### src/prd_pkg.sv
// ----------------------------------------------------------------------------
// Capture record deframer package
// Shared types and constants for the capture file deframer.
// ----------------------------------------------------------------------------
package prd_pkg;

    // Parser phases, one-hot coded.
    typedef enum logic [3:0] {
        PH_GLOBAL  = 4'b0001,
        PH_RECORD  = 4'b0010,
        PH_PAYLOAD = 4'b0100,
        PH_DRAIN   = 4'b1000
    } phase_t;

    // Status codes reported on the finishing item.
    localparam logic [3:0] ST_OK        = 4'd0;
    localparam logic [3:0] ST_SHORT     = 4'd1;
    localparam logic [3:0] ST_NANOSEC   = 4'd2;
    localparam logic [3:0] ST_SWAPPED   = 4'd3;
    localparam logic [3:0] ST_NOT_CAP   = 4'd4;
    localparam logic [3:0] ST_VERSION   = 4'd5;
    localparam logic [3:0] ST_TRUNC_CAP = 4'd6;
    localparam logic [3:0] ST_CORRUPT   = 4'd7;
    localparam logic [3:0] ST_EMPTY     = 4'd8;

    // Magic numbers and the supported version word.
    localparam logic [31:0] MAGIC_US      = 32'hA1B2C3D4;
    localparam logic [31:0] MAGIC_NS      = 32'hA1B23C4D;
    localparam logic [31:0] MAGIC_US_SWAP = 32'hD4C3B2A1;
    localparam logic [31:0] MAGIC_NS_SWAP = 32'h4D3CB2A1;
    localparam logic [31:0] VERSION_2_4   = 32'h00040002;

    // Header byte positions.
    localparam logic [4:0] GLOBAL_LAST_POS = 5'd23;
    localparam logic [4:0] RECORD_LAST_POS = 5'd15;
    localparam logic [4:0] LINK_FIRST_POS  = 5'd20;

    localparam logic [31:0] COUNT_MAX = 32'hFFFFFFFF;

    // One result item.
    typedef struct packed {
        logic        data_valid;
        logic [7:0]  payload_byte;
        logic        packet_first;
        logic        packet_last;
        logic [31:0] packet_number;
        logic [31:0] stamp_seconds;
        logic [31:0] stamp_micros;
        logic [31:0] link_kind;
        logic        finished;
        logic [3:0]  status;
    } result_t;

endpackage

### src/prd_core.sv
// ----------------------------------------------------------------------------
// Capture record deframer core
// Parser state and the per-byte step logic; produces at most one result
// for each accepted byte.
// ----------------------------------------------------------------------------
module prd_core (
    input  logic                 clk,
    input  logic                 rst_n,
    input  logic                 step,
    input  logic [7:0]           file_byte,
    input  logic                 file_end,
    input  logic [31:0]          packet_limit,
    output logic                 res_valid,
    output prd_pkg::result_t     res
);

    prd_pkg::phase_t phase_reg, phase_next;
    logic [4:0]  pos_reg, pos_next;
    logic [31:0] magic_reg, magic_next;
    logic [31:0] version_reg, version_next;
    logic [31:0] link_reg, link_next;
    logic [31:0] seconds_reg, seconds_next;
    logic [31:0] micros_reg, micros_next;
    logic [31:0] cap_len_reg, cap_len_next;
    logic [31:0] full_len_reg, full_len_next;
    logic [31:0] left_reg, left_next;
    logic [31:0] seen_reg, seen_next;

    logic        fire_finish;
    logic        fire_complete;
    logic        fire_data;
    logic        do_reset;
    logic [3:0]  fin_status;
    logic [3:0]  hdr_status;
    logic        comp_dv;
    logic        comp_first;
    logic [31:0] seen_inc;
    logic        comp_fin;

    // Little-endian word assembly: new byte enters at the top.
    function automatic logic [31:0] shift_in(input logic [31:0] word,
                                             input logic [7:0] b);
        shift_in = {b, word[31:8]};
    endfunction

    // Global header check, in priority order.
    function automatic logic [3:0] header_status(input logic [31:0] magic,
                                                 input logic [31:0] version);
        if (magic == prd_pkg::MAGIC_NS)
            header_status = prd_pkg::ST_NANOSEC;
        else if (magic == prd_pkg::MAGIC_US_SWAP || magic == prd_pkg::MAGIC_NS_SWAP)
            header_status = prd_pkg::ST_SWAPPED;
        else if (magic != prd_pkg::MAGIC_US)
            header_status = prd_pkg::ST_NOT_CAP;
        else if (version != prd_pkg::VERSION_2_4)
            header_status = prd_pkg::ST_VERSION;
        else
            header_status = prd_pkg::ST_OK;
    endfunction

    // Saturating packet count after completing a packet.
    assign seen_inc = (seen_reg != prd_pkg::COUNT_MAX) ? seen_reg + 32'd1 : seen_reg;
    assign comp_fin = ((packet_limit != 32'd0) && (seen_inc == packet_limit)) || file_end;
    // The magic and version words are complete long before the header's last byte.
    assign hdr_status = header_status(magic_reg, version_reg);

    // Step logic for one byte.
    always_comb
    begin
        phase_next    = phase_reg;
        pos_next      = pos_reg;
        magic_next    = magic_reg;
        version_next  = version_reg;
        link_next     = link_reg;
        seconds_next  = seconds_reg;
        micros_next   = micros_reg;
        cap_len_next  = cap_len_reg;
        full_len_next = full_len_reg;
        left_next     = left_reg;
        seen_next     = seen_reg;
        fire_finish   = 1'b0;
        fire_complete = 1'b0;
        fire_data     = 1'b0;
        do_reset      = 1'b0;
        fin_status    = prd_pkg::ST_OK;
        comp_dv       = 1'b0;
        comp_first    = 1'b0;

        case (phase_reg)
            prd_pkg::PH_GLOBAL:
            begin
                if (pos_reg < 5'd4)
                    magic_next = shift_in(magic_reg, file_byte);
                else if (pos_reg < 5'd8)
                    version_next = shift_in(version_reg, file_byte);
                else if (pos_reg >= prd_pkg::LINK_FIRST_POS)
                    link_next = shift_in(link_reg, file_byte);
                if (pos_reg >= prd_pkg::GLOBAL_LAST_POS)
                begin
                    if (hdr_status != prd_pkg::ST_OK)
                    begin
                        fire_finish = 1'b1;
                        fin_status  = hdr_status;
                    end
                    else if (file_end)
                    begin
                        fire_finish = 1'b1;
                        fin_status  = prd_pkg::ST_EMPTY;
                    end
                    else
                    begin
                        phase_next = prd_pkg::PH_RECORD;
                        pos_next   = 5'd0;
                    end
                end
                else
                begin
                    pos_next = pos_reg + 5'd1;
                    if (file_end)
                    begin
                        fire_finish = 1'b1;
                        fin_status  = prd_pkg::ST_SHORT;
                    end
                end
            end

            prd_pkg::PH_RECORD:
            begin
                if (pos_reg < 5'd4)
                    seconds_next = shift_in(seconds_reg, file_byte);
                else if (pos_reg < 5'd8)
                    micros_next = shift_in(micros_reg, file_byte);
                else if (pos_reg < 5'd12)
                    cap_len_next = shift_in(cap_len_reg, file_byte);
                else
                    full_len_next = shift_in(full_len_reg, file_byte);
                if (pos_reg < prd_pkg::RECORD_LAST_POS)
                begin
                    pos_next = pos_reg + 5'd1;
                    if (file_end)
                    begin
                        fire_finish = 1'b1;
                        if (packet_limit == 32'd0)
                            fin_status = prd_pkg::ST_CORRUPT;
                        else if (seen_reg == 32'd0)
                            fin_status = prd_pkg::ST_EMPTY;
                        else
                            fin_status = prd_pkg::ST_OK;
                    end
                end
                else
                begin
                    pos_next = 5'd0;
                    if (cap_len_next != full_len_next)
                    begin
                        fire_finish = 1'b1;
                        fin_status  = prd_pkg::ST_TRUNC_CAP;
                    end
                    else if (cap_len_next == 32'd0)
                    begin
                        fire_complete = 1'b1;
                        comp_first    = 1'b1;
                    end
                    else if (file_end)
                    begin
                        fire_finish = 1'b1;
                        fin_status  = prd_pkg::ST_CORRUPT;
                    end
                    else
                    begin
                        left_next  = cap_len_next;
                        phase_next = prd_pkg::PH_PAYLOAD;
                    end
                end
            end

            prd_pkg::PH_PAYLOAD:
            begin
                comp_first = (left_reg == cap_len_reg);
                if (left_reg <= 32'd1)
                begin
                    left_next     = 32'd0;
                    fire_complete = 1'b1;
                    comp_dv       = 1'b1;
                end
                else
                begin
                    left_next = left_reg - 32'd1;
                    if (file_end)
                    begin
                        fire_finish = 1'b1;
                        fin_status  = prd_pkg::ST_CORRUPT;
                    end
                    else
                        fire_data = 1'b1;
                end
            end

            prd_pkg::PH_DRAIN:
            begin
                if (file_end)
                    do_reset = 1'b1;
            end

            default:
            begin
                do_reset = 1'b1;
            end
        endcase

        // End of parsing for this file: wait for file end, or restart now.
        if (fire_finish)
        begin
            if (file_end)
                do_reset = 1'b1;
            else
                phase_next = prd_pkg::PH_DRAIN;
        end

        // Packet completion decides whether parsing continues.
        if (fire_complete)
        begin
            seen_next = seen_inc;
            if (comp_fin)
            begin
                if (file_end)
                    do_reset = 1'b1;
                else
                    phase_next = prd_pkg::PH_DRAIN;
            end
            else
            begin
                phase_next = prd_pkg::PH_RECORD;
                pos_next   = 5'd0;
            end
        end
    end

    // Result item, built from the updated header words.
    always_comb
    begin
        res_valid         = fire_finish | fire_complete | fire_data;
        res.data_valid    = fire_data | (fire_complete & comp_dv);
        res.payload_byte  = (fire_data | (fire_complete & comp_dv)) ? file_byte : 8'd0;
        res.packet_first  = (fire_data | fire_complete) & comp_first;
        res.packet_last   = fire_complete;
        res.packet_number = seen_reg;
        res.stamp_seconds = seconds_next;
        res.stamp_micros  = micros_next;
        res.link_kind     = link_next;
        res.finished      = fire_finish | (fire_complete & comp_fin);
        res.status        = fire_finish ? fin_status : prd_pkg::ST_OK;
    end

    // State registers, advanced once per accepted byte.
    always_ff @(posedge clk or negedge rst_n)
    begin
        if (!rst_n)
        begin
            phase_reg    <= prd_pkg::PH_GLOBAL;
            pos_reg      <= 5'd0;
            magic_reg    <= 32'd0;
            version_reg  <= 32'd0;
            link_reg     <= 32'd0;
            seconds_reg  <= 32'd0;
            micros_reg   <= 32'd0;
            cap_len_reg  <= 32'd0;
            full_len_reg <= 32'd0;
            left_reg     <= 32'd0;
            seen_reg     <= 32'd0;
        end
        else if (step)
        begin
            if (do_reset)
            begin
                phase_reg    <= prd_pkg::PH_GLOBAL;
                pos_reg      <= 5'd0;
                magic_reg    <= 32'd0;
                version_reg  <= 32'd0;
                link_reg     <= 32'd0;
                seconds_reg  <= 32'd0;
                micros_reg   <= 32'd0;
                cap_len_reg  <= 32'd0;
                full_len_reg <= 32'd0;
                left_reg     <= 32'd0;
                seen_reg     <= 32'd0;
            end
            else
            begin
                phase_reg    <= phase_next;
                pos_reg      <= pos_next;
                magic_reg    <= magic_next;
                version_reg  <= version_next;
                link_reg     <= link_next;
                seconds_reg  <= seconds_next;
                micros_reg   <= micros_next;
                cap_len_reg  <= cap_len_next;
                full_len_reg <= full_len_next;
                left_reg     <= left_next;
                seen_reg     <= seen_next;
            end
        end
    end

endmodule

### src/pcap_record_deframer_unit.sv
// ----------------------------------------------------------------------------
// Capture record deframer
// Parses a classic capture file streamed one byte per item and emits the
// payload bytes of each record with packet marks, index and timestamps.
// ----------------------------------------------------------------------------
// The block takes one file byte per clock cycle and answers each byte with
// zero or one result item, in the next cycle, from a single output register.
// A byte is accepted whenever that register is empty or is being taken in
// the same cycle, so in_ready follows out_ready combinationally and a
// stalled output holds the input side for exactly as long. The packet limit
// register is written through its own channel, which is always ready, and
// should be changed only while the block is idle; its current value is used
// at every check. After reset no clearing pass is needed.
module pcap_record_deframer_unit (
    input  logic        clk,
    input  logic        rst_n,
    // Configuration write channel.
    input  logic        cfg_valid,
    output logic        cfg_ready,
    input  logic [31:0] cfg_data,
    // Input byte channel.
    input  logic        in_valid,
    output logic        in_ready,
    input  logic [7:0]  file_byte,
    input  logic        file_end,
    // Result channel.
    output logic        out_valid,
    input  logic        out_ready,
    output logic        data_valid,
    output logic [7:0]  payload_byte,
    output logic        packet_first,
    output logic        packet_last,
    output logic [31:0] packet_number,
    output logic [31:0] stamp_seconds,
    output logic [31:0] stamp_micros,
    output logic [31:0] link_kind,
    output logic        finished,
    output logic [3:0]  status
);

    logic [31:0]      limit_reg;
    logic             out_valid_reg, out_valid_next;
    prd_pkg::result_t out_reg;
    prd_pkg::result_t step_res;
    logic             step_res_valid;
    logic             in_fire;

    assign cfg_ready = 1'b1;
    assign in_ready  = !out_valid_reg || out_ready;
    assign in_fire   = in_valid && in_ready;

    // Packet limit register.
    always_ff @(posedge clk or negedge rst_n)
    begin
        if (!rst_n)
            limit_reg <= 32'd0;
        else if (cfg_valid && cfg_ready)
            limit_reg <= cfg_data;
    end

    // Parser core.
    prd_core u_core (
        .clk          (clk),
        .rst_n        (rst_n),
        .step         (in_fire),
        .file_byte    (file_byte),
        .file_end     (file_end),
        .packet_limit (limit_reg),
        .res_valid    (step_res_valid),
        .res          (step_res)
    );

    // Output register: loaded on each accepted item that yields a result.
    assign out_valid_next = in_fire ? step_res_valid : (out_valid_reg && !out_ready);

    always_ff @(posedge clk or negedge rst_n)
    begin
        if (!rst_n)
            out_valid_reg <= 1'b0;
        else
            out_valid_reg <= out_valid_next;
    end

    always_ff @(posedge clk)
    begin
        if (in_fire && step_res_valid)
            out_reg <= step_res;
    end

    // Result ports.
    assign out_valid     = out_valid_reg;
    assign data_valid    = out_reg.data_valid;
    assign payload_byte  = out_reg.payload_byte;
    assign packet_first  = out_reg.packet_first;
    assign packet_last   = out_reg.packet_last;
    assign packet_number = out_reg.packet_number;
    assign stamp_seconds = out_reg.stamp_seconds;
    assign stamp_micros  = out_reg.stamp_micros;
    assign link_kind     = out_reg.link_kind;
    assign finished      = out_reg.finished;
    assign status        = out_reg.status;

endmodule
### config.mk
export PLATFORM = sky130hd
export DESIGN_NAME = pcap_record_deframer_unit
export DESIGN_NICKNAME = d
export VERILOG_FILES = /design/src/prd_pkg.sv /design/src/prd_core.sv /design/src/pcap_record_deframer_unit.sv
export SDC_FILE = /design/constraint.sdc
export NUM_CORES = 1
export LEC_CHECK = 0
export ABC_AREA = 1
export BUFFER_PORTS_ARGS = -buffer_cell sky130_fd_sc_hd__buf_4
export CORE_ASPECT_RATIO = 0.5
export CORE_MARGIN = 2
export CORE_UTILIZATION = 28
export CTS_CLUSTER_SIZE = 16
export DETAILED_ROUTE_END_ITERATION = 7
export HOLD_SLACK_MARGIN = 0.12
export PLACE_DENSITY = 0.48
export RECOVER_POWER = 25
export SYNTH_ARGS = -nofsm -noshare
export SYNTH_HDL_FRONTEND = slang
export SYNTH_HIERARCHICAL = 1
export SYNTH_SLANG_ARGS = --single-unit
export TNS_END_PERCENT = 5
### constraint.sdc
create_clock -name clk -period 20.3 [get_ports clk]
set_input_delay 4.06 -clock clk [delete_from_list [all_inputs] [get_ports clk]]
set_output_delay 4.06 -clock clk [all_outputs]
set_load 0.01 [all_outputs]
After elaboration in Yosys (flattened, before gate mapping) --
Index checks and enable logic that the tools add are counted.
Word-level totals: register bits after elaboration 474, input port bits 46, logic and storage cells 190
Cells by class: $add $sub $neg 3, order comparisons 7, equal/unequal tests 18, muxes and demuxes 105, bitwise logic cells 8, reduce and logical (&&, ||, !) cells 26
Operator list (number):
- 32-bit 2-to-1 mux | 40
- 4-bit 2-to-1 mux | 26
- 32-bit zero test | 3
- 32-bit equality test | 2
- 32-bit equality test (second input constant) | 2
- 32-bit inequality test (second input constant) | 2
- 32-bit case mux with 2 select lines | 1
- 5-bit 2-to-1 mux | 7
- 32-bit by 1-bit adder with 32-bit output (second input constant) | 1
- 32-bit by 31-bit equality test with 1-bit output (second input constant) | 1
- 32-bit by 1-bit <= comparator with 1-bit output (second input constant) | 1
- 32-bit by 19-bit inequality test with 1-bit output (second input constant) | 1
- 32-bit inequality test | 1
- 32-bit nonzero test | 1
- 32-bit by 1-bit subtractor with 32-bit output (second input constant) | 1
- 1-bit 2-to-1 mux | 22
- 5-bit by 4-bit less-than comparator with 1-bit output (second input constant) | 3
- 3-bit by 2-bit inequality test with 1-bit output (second input constant) | 4
- 4-bit case mux with 3 select lines | 1
- 5-bit >= comparator (second input constant) | 2
- 5-bit case mux with 2 select lines | 1
- 2-bit nonzero test | 5
- 4-bit case mux with 2 select lines | 1
- 3-bit 2-to-1 mux | 2
- other kinds (21) | 36

Longest topological paths before layout --
Gate-level depths: netlist of run 1.
word-level depth 16, mapped depth 22

Modules after synthesis --
The synthesis of run 1 kept the hierarchy.
Modules (own cells, without submodules):
- prd_core | times used 1, cells an instance 2811, area each 19359.8 sq um, sequential area each 7433.4 sq um
- pcap_record_deframer_unit | times used 1, cells an instance 290, area each 5805.6 sq um, sequential area each 5149.9 sq um

Worst setup path before layout of run 1 --
Ideal clock, no wire load.
path type input to register, start point in file_byte[6], end point reg out_reg (netlist bit data_valid) (enable), setup time 0.649 ns, data arrival time 11.107 ns, required time 19.651 ns, slack 8.545 ns, stages 13, cells stage by stage inv_1 nand3_1 nand2_1 nand2_1 nor2_1 nand2_1 nor2_1 nand2_1 nor3_1 nand2_1 nand3_1 inv_1 nor2_1
On the way: cells in the longest elaborated chain, start to end 12
Ends and longest elaborated chain:
- start, declared | line pcap_record_deframer_unit.sv:24 | input logic [7:0] file_byte,
- 32-bit 2-to-1 mux | line prd_core.sv:133 | else if (pos_reg < 5'd12)
- 32-bit 2-to-1 mux | line prd_core.sv:131 | else if (pos_reg < 5'd8)
- 32-bit 2-to-1 mux | line prd_core.sv:129 | if (pos_reg < 5'd4)
- 32-bit 2-to-1 mux | line prd_core.sv:89 | case (phase_reg)
- 32-bit zero test | line prd_core.sv:159 | else if (cap_len_next == 32'd0)
- 1-bit 2-to-1 mux | line prd_core.sv:159
- 1-bit 2-to-1 mux | line prd_core.sv:154 | if (cap_len_next != full_len_next)
- 1-bit 2-to-1 mux | line prd_core.sv:137 | if (pos_reg < prd_pkg::RECORD_LAST_POS)
- 1-bit case mux with 3 select lines / 1-bit case mux with 2 select lines (equally long branches) | line prd_core.sv:89
- 1-bit bitwise OR * (2 in series) | line prd_core.sv:242 | res_valid = fire_finish | fire_complete | fire_data;
- named net step_res_valid | line pcap_record_deframer_unit.sv:45 | logic step_res_valid;
- 1-bit logical AND * | line pcap_record_deframer_unit.sv:86 | if (in_fire && step_res_valid)
- end signal, assigned | line pcap_record_deframer_unit.sv:87 | out_reg <= step_res;
- end, declared | line pcap_record_deframer_unit.sv:43 | prd_pkg::result_t out_reg;
Mark *: on every way through the listed nets, which the timed path passes. The rest lies on a longest branch. The select of a mux whose other input is x is not followed. A chain may end at the register's enable or synchronous reset.

==> run_results.csv, run 1 <==
group,metric,value,unit
synthesis,synth.most_common_cell,"nand2_1",
cells_and_area,nFillCells,9424,
flow_run,maxCapViolations,5,
pwr,p_leak,13.4,nW
cts,clk_latency,0.63,ns
routing,drtAntennaViolNets,0,
synthesis,synth_area,25200,µm²
worst_hold_path,hold_class,"reg2reg",
synthesis,netlist_instances,3101,
synthesis,ys_top_cells_by_count,"nand2_1, inv_1, dfrtp_1",
cts,clock_path_buffers,3,
grt,grt_overflow_total,0,
floorplanning,die-area,92400,µm²
routing,vias,21600,
timing,tightest_slew,6.91,ns
cts,cts_resized,0,
worst_setup_path,critical-path-slowest-cell,"clkbuf_1",
synthesis,synthArstFlopShare,69.6,%
grt,grt_pass1_vias,20500,
worst_setup_path,cp-end-kind,"async pin",
run_status,status,"complete, but fails checks",
cts,holdBufCountCts,0,
synthesis,synth_area_leaders,"dfrtp_1, edfxtp_1, nand2_1",
cts,cts_buffers,49,
pwr,peakVddDrop,0.0750,mV
cells_and_area,diodes,0,
cells_and_area,final_util,32.7,%
worst_setup_path,start_kind,"input port",
timing,rsz0062_at_grt,"false",
run_status,violations,"capacitance limit, slew limit",
routing,routed_via_density,4.86,
pwr,powerDensity,130,nW/µm²
floorplanning,core_area,88700,µm²
cts,cts_max_level,2,
worst_setup_path,crit_path_cell_trace,"clkbuf_1",
floorplanning,ios,193,
worst_setup_path,critPathTopFamily,"buffers and inverters",
placed_design,gp_congestion,0.908,
worst_setup_path,path_class,"in2async",
worst_setup_path,path_buf_inv,1,
synthesis,ys_ff_latch,474,
cts,post_cts_buffers,0,
routing,drtPass1Iterations,6,
cts,cts_tree,"done",
cells_and_area,syn2layout_area_growth,15.4,%
floorplanning,start_util,28.4,%
cts,clk_pin_slew,0.06,ns
timing,slew_viol_final,378,
synthesis,synth_top_cell_area_share,32.7,%
synthesis,ys_seq_area_share,50.0,%
cells_and_area,drive_gt1_share,10.2,%
synthesis,ys.flop_type,"dfrtp_1",
grt,grt_max_degree,153,
timing,layout_min_cycle_time,9.91,ns
timing,max_freq,101,MHz
cts,cts.sinks,474,
worst_setup_path,cp.arrival,8.94,ns
worst_setup_path,r2r_slack,14.03,ns
timing,finalHoldViolCount,0,
cts,cts_root_buf,"clkbuf_16",
worst_setup_path,cp.required,19.33,ns
placed_design,io_buffers,191,
placed_design,post-dp-hpwl,56700,µm
floorplanning,die_w,428,µm
cells_and_area,fin_cells,4436,
timing,setup_tns,0,ns
synthesis,synth_edf_count,144,
synthesis,yosys.area.top_type,"dfrtp_1",
worst_setup_path,path_max_fanout,117,
floorplanning,dieHeight,216,µm
floorplanning,rows,77,
synthesis,avgSynthCellArea,8.12,µm²
placed_design,dp.cells,4345,
cells_and_area,final_nets,3263,
synthesis,syn_nets,3153,
timing,fin_worst_skew,0.0398,ns
grt,antenna_found_initial,0,
synthesis,synth_cell_types,59,
routing,wirelength,82700,µm
synthesis,ys.warnings.count,6,
timing,max_slew_margin,-361,%
timing,finalSetupViolations,0,
routing,wl_per_cell,18.6,µm
timing,period_share,48.8,%
grt,grt_usage,17.5,%
grt,grt_pass1_wl,127000,µm
worst_setup_path,slowest_delay,4.71,ns
routing,drt-initial-drc-count,1929,
routing,drc,0,
per-stage QoR:
step | hold slack [ns] | instance area (µm²) | setup slack, ns | power (mW)
after floorplan | 0.420 | 25200 | 8.54 | 2.30
after global placement | 0.466 | 27500 | 11.71 | 2.81
after detailed placement | 0.473 | 27500 | 11.73 | 2.81
after CTS | 0.490 | 29200 | 11.73 | 3.80
after global routing | 0.519 | 29000 | 8.91 | 4.02
final | 0.488 | 29000 | 10.39 | 3.77
placed cells by master (no fill, tap or decap), drive strengths merged, types with 3 or more instances in the layout:
cell / Yosys / layout
a21oi: 36 / 36
a221oi: 5 / 5
a22o: 8 / 8
a22oi: 5 / 5
a32oi: 3 / 3
and2: 3 / 3
buf: 71 / 198
bufinv: 0 / 5
clkbuf: 82 / 86
clkinv: 4 / 16
dfrtp: 329 / 329
edfxtp: 144 / 144
ha: 6 / 6
inv: 440 / 440
mux2: 11 / 11
nand2: 883 / 883
nand3: 227 / 227
nand3b: 7 / 7
nand4: 54 / 54
nor2: 218 / 218
nor3: 17 / 17
nor4: 25 / 25
o21a: 68 / 68
o21ai: 239 / 239
o21bai: 4 / 4
o22ai: 82 / 82
o31ai: 7 / 7
o32ai: 64 / 64
or2: 3 / 3
xnor2: 11 / 11
xor2: 34 / 34
report_power, final:
| part | leakage [nW] | internal [mW] | switching [mW] |
|---|---|---|---|
| sequential | 5.86 | 1.13 | 0.113 |
| clock | 0.815 | 0.550 | 0.415 |
| combinational | 6.68 | 0.464 | 1.10 |
| total | 13.4 | 2.15 | 1.62 |
area by class of cell:
cell class	count	area (µm²)	area share [%]
multi-input combinational	2030	10000	34.6
sequential	474	12600	43.3
clock inverter	19	272	0.935
tap	1185	1480	5.11
clock buffer	72	1410	4.87
timing repair buffer	212	1560	5.37
inverter	444	1670	5.77
path summary, 6_finish.rpt:
kind	start	to	cells past startpoint
hold reg to reg	u_core/micros_reg[7]	u_core/micros_reg[7]	2
min in group asynchronous	rst_n	u_core/seconds_reg[4]	1
max in group clk	out_ready	in_ready	4
setup / recovery	rst_n	u_core/left_reg[6]	1
hold / removal	u_core/micros_reg[7]	u_core/micros_reg[7]	2
setup reg to reg	u_core/pos_reg[2]	stamp_seconds[4]	16
routing by layer:
layer,GRT usage (%),vias up,share of wire [%]
met5,0,-,0
met4,4.70,0,2.3
met3,2.44,89,5.1
met2,29.3,554,48
met1,23.8,10500,45
li1,-,10400,-
cell families after synthesis:
family                   Yosys count  synth area share (%)
XOR/XNOR                          45                  1.57
buffers and inverters            597                  9.85
other                              1                0.0149
flip-flops                       474                  50.0
multiplexers                      11                 0.492
AND/OR/NAND/NOR                 1438                  24.2
AO/OA/AOI/OAI                    529                  13.6
adder cells (fa/ha/maj)            6                 0.298
Note: power is estimated with default switching activity, not from simulation.
==> inputs of run 2 (changes only) <==
Settings changed: PLACE_DENSITY 0.48 to 0.5.
Clock period 20.3 ns to 9.01 ns, I/O delays scaled along.
==> run 2 against run 1 <==
Compared with the run above: global-route usage grew 0.56 points; power increased by 120%; critical path depth grew 17; flip-flop and latch count stayed put; core utilization fell by 0.12 points; critical path type is now reg2reg; register-to-register slack got worse by 10 ns; die area is the same; highest routed layer is now met5; the flow still finishes with violations (capacitance limit, slew limit).
==> run_results.csv, run 2 (synthesis results as in run 1) <==
group,metric,value,unit
floorplanning,core_area,88700,µm²
timing,period_share,58.8,%
cts,cts_tree,"done",
routing,drt-initial-drc-count,2137,
grt,antenna_found_initial,1,
routing,drtPass1Iterations,6,
pwr,p_leak,13.3,nW
routing,routed_via_density,4.94,
cts,cts_root_buf,"clkbuf_16",
grt,grt_overflow_total,0,
timing,max_slew_margin,-138,%
flow_run,maxCapViolations,4,
worst_setup_path,cp.arrival,5.53,ns
timing,setup_tns,0,ns
worst_setup_path,start_kind,"flop",
pwr,powerDensity,293,nW/µm²
worst_setup_path,worstSetupEndpoint,"stamp_seconds[4]",
cts,cts.sinks,474,
floorplanning,dieHeight,216,µm
cts,clock_path_buffers,3,
routing,drc,0,
grt,grt_pass1_vias,21000,
timing,finalSetupViolations,0,
cells_and_area,final_common_cell,"nand2_1",
floorplanning,start_util,28.4,%
worst_setup_path,r2r_end,"stamp_seconds[4]",
routing,drt-met1-wl,38400,µm
worst_setup_path,r2r_slack,3.71,ns
floorplanning,die-area,92400,µm²
cts,post_cts_buffers,0,
pwr,peakVddDrop,0.163,mV
timing,tightest_slew,3.57,ns
timing,fin_worst_skew,0.0231,ns
cells_and_area,diodes,0,
routing,wl_met3,5020,µm
timing,finalHoldViolCount,0,
floorplanning,die_w,428,µm
grt,grt_pass1_wl,129000,µm
timing,slew_viol_final,324,
cells_and_area,mostFrequentLayoutCells,"nand2_1, inv_1, dfrtp_1",
placed_design,post-dp-hpwl,59500,µm
placed_design,gp_congestion,0.947,
worst_setup_path,cp.required,9.25,ns
cts,clk_pin_slew,0.06,ns
worst_setup_path,r2r_start,"u_core/pos_reg[2]",
floorplanning,ios,193,
run_status,violations,"capacitance limit, slew limit",
grt,grt_usage,18.1,%
routing,top_layer,"met5",
routing,vias,21900,
worst_setup_path,cp-end-kind,"flop",
cells_and_area,final_nets,3263,
timing,layout_min_cycle_time,5.30,ns
worst_setup_path,path_max_fanout,144,
routing,drtAntennaViolNets,0,
cts,cts_max_level,2,
cts,cts_resized,0,
worst_hold_path,hold_class,"reg2reg",
placed_design,dp_slack,3.84,ns
placed_design,io_buffers,191,
timing,fin_ws,3.71,ns
worst_setup_path,rr_worst_depth,18,
cts,cts_buffers,49,
run_status,status,"complete, but fails checks",
worst_setup_path,cp-startpoint,"u_core/pos_reg[2]",
cts,holdBufCountCts,0,
timing,max_freq,189,MHz
worst_setup_path,path_class,"reg2reg",
grt,grt_max_degree,145,
routing,wl_met2,39700,µm
routing,wirelength,85600,µm
floorplanning,rows,77,
cells_and_area,drive_gt1_share,10.3,%
routing,wl_per_cell,19.3,µm
timing,rsz0062_at_grt,"false",
cts,clk_latency,0.62,ns
cells_and_area,syn2layout_area_growth,15.0,%
## run 2: cell types whose count changed in the layout (fill, tap and decap cells not counted), sizes merged
cell      delta
clkbuf       -9
clkinv       +1
buf         +10
inv          +1
bufinv       -3
clkinvlp     -1
## run 2: how the worst min path moves through the flow
stage                          startpoint                     to  slack, ns  cells past startpoint
floorplan              u_core/seen_reg[3]       packet_number[3]       0.42                      0
global placement    u_core/seconds_reg[2]  u_core/seconds_reg[2]       0.47                      2
detailed placement   u_core/micros_reg[5]   u_core/micros_reg[5]       0.47                      2
CTS                 u_core/seconds_reg[7]  u_core/seconds_reg[7]       0.49                      2
global route        u_core/seconds_reg[1]  u_core/seconds_reg[1]       0.52                      2
finish              u_core/seconds_reg[7]  u_core/seconds_reg[7]       0.48                      2
## run 2: power breakdown
part / internal, mW / switching [mW]
registers: 2.55 / 0.253
clock network: 1.13 / 0.915
logic: 1.05 / 2.57
total: 4.73 / 3.74
## run 2: area by class of cell
class / count / area [µm²]
inverter: 444 / 1670
multi-input combinational: 2030 / 10000
fill: 9385 / 59800
tap: 1185 / 1480
sequential: 474 / 12600
clock inverter: 17 / 163
timing repair buffer: 212 / 1600
clock buffer: 73 / 1390
## run 2: metal layers
layer | global-route usage [%] | vias to the layer above
li1 | - | 10400
met1 | 24.6 | 10700
met2 | 29.3 | 662
met3 | 3.25 | 120
met4 | 5.51 | 2
met5 | 0 | -
## run 2: critical path: stages, from the launching register on
cell	delay (ns)
dfrtp_1	0.51
nor2_4	0.12
buf_4	0.49
nand2_1	0.79
buf_4	0.53
nand2_1	0.10
nand2_1	0.16
nand2_1	0.23
nand2_1	0.08
a21oi_1	0.11
nand2_1	0.08
nor2_1	0.10
nand2_1	0.06
nor2_1	0.26
nand2_1	0.17
nand3_1	0.12
inv_1	0.10
nor2_4	0.13
buf_12	0.53
## run 2: through the flow
stage               power (mW)  std cells  cell area [µm²]  util, %  hold slack (ns)
finish                    8.47       4435            28900     32.6            0.485
global placement          6.43       4345            27500     31.0            0.468
detailed placement        6.42       4345            27500     31.0            0.474
floorplan                 5.17       3101            25200        -            0.420
CTS                       8.50       4435            29100     32.8            0.489
global route              9.00       4435            28900     32.6            0.515
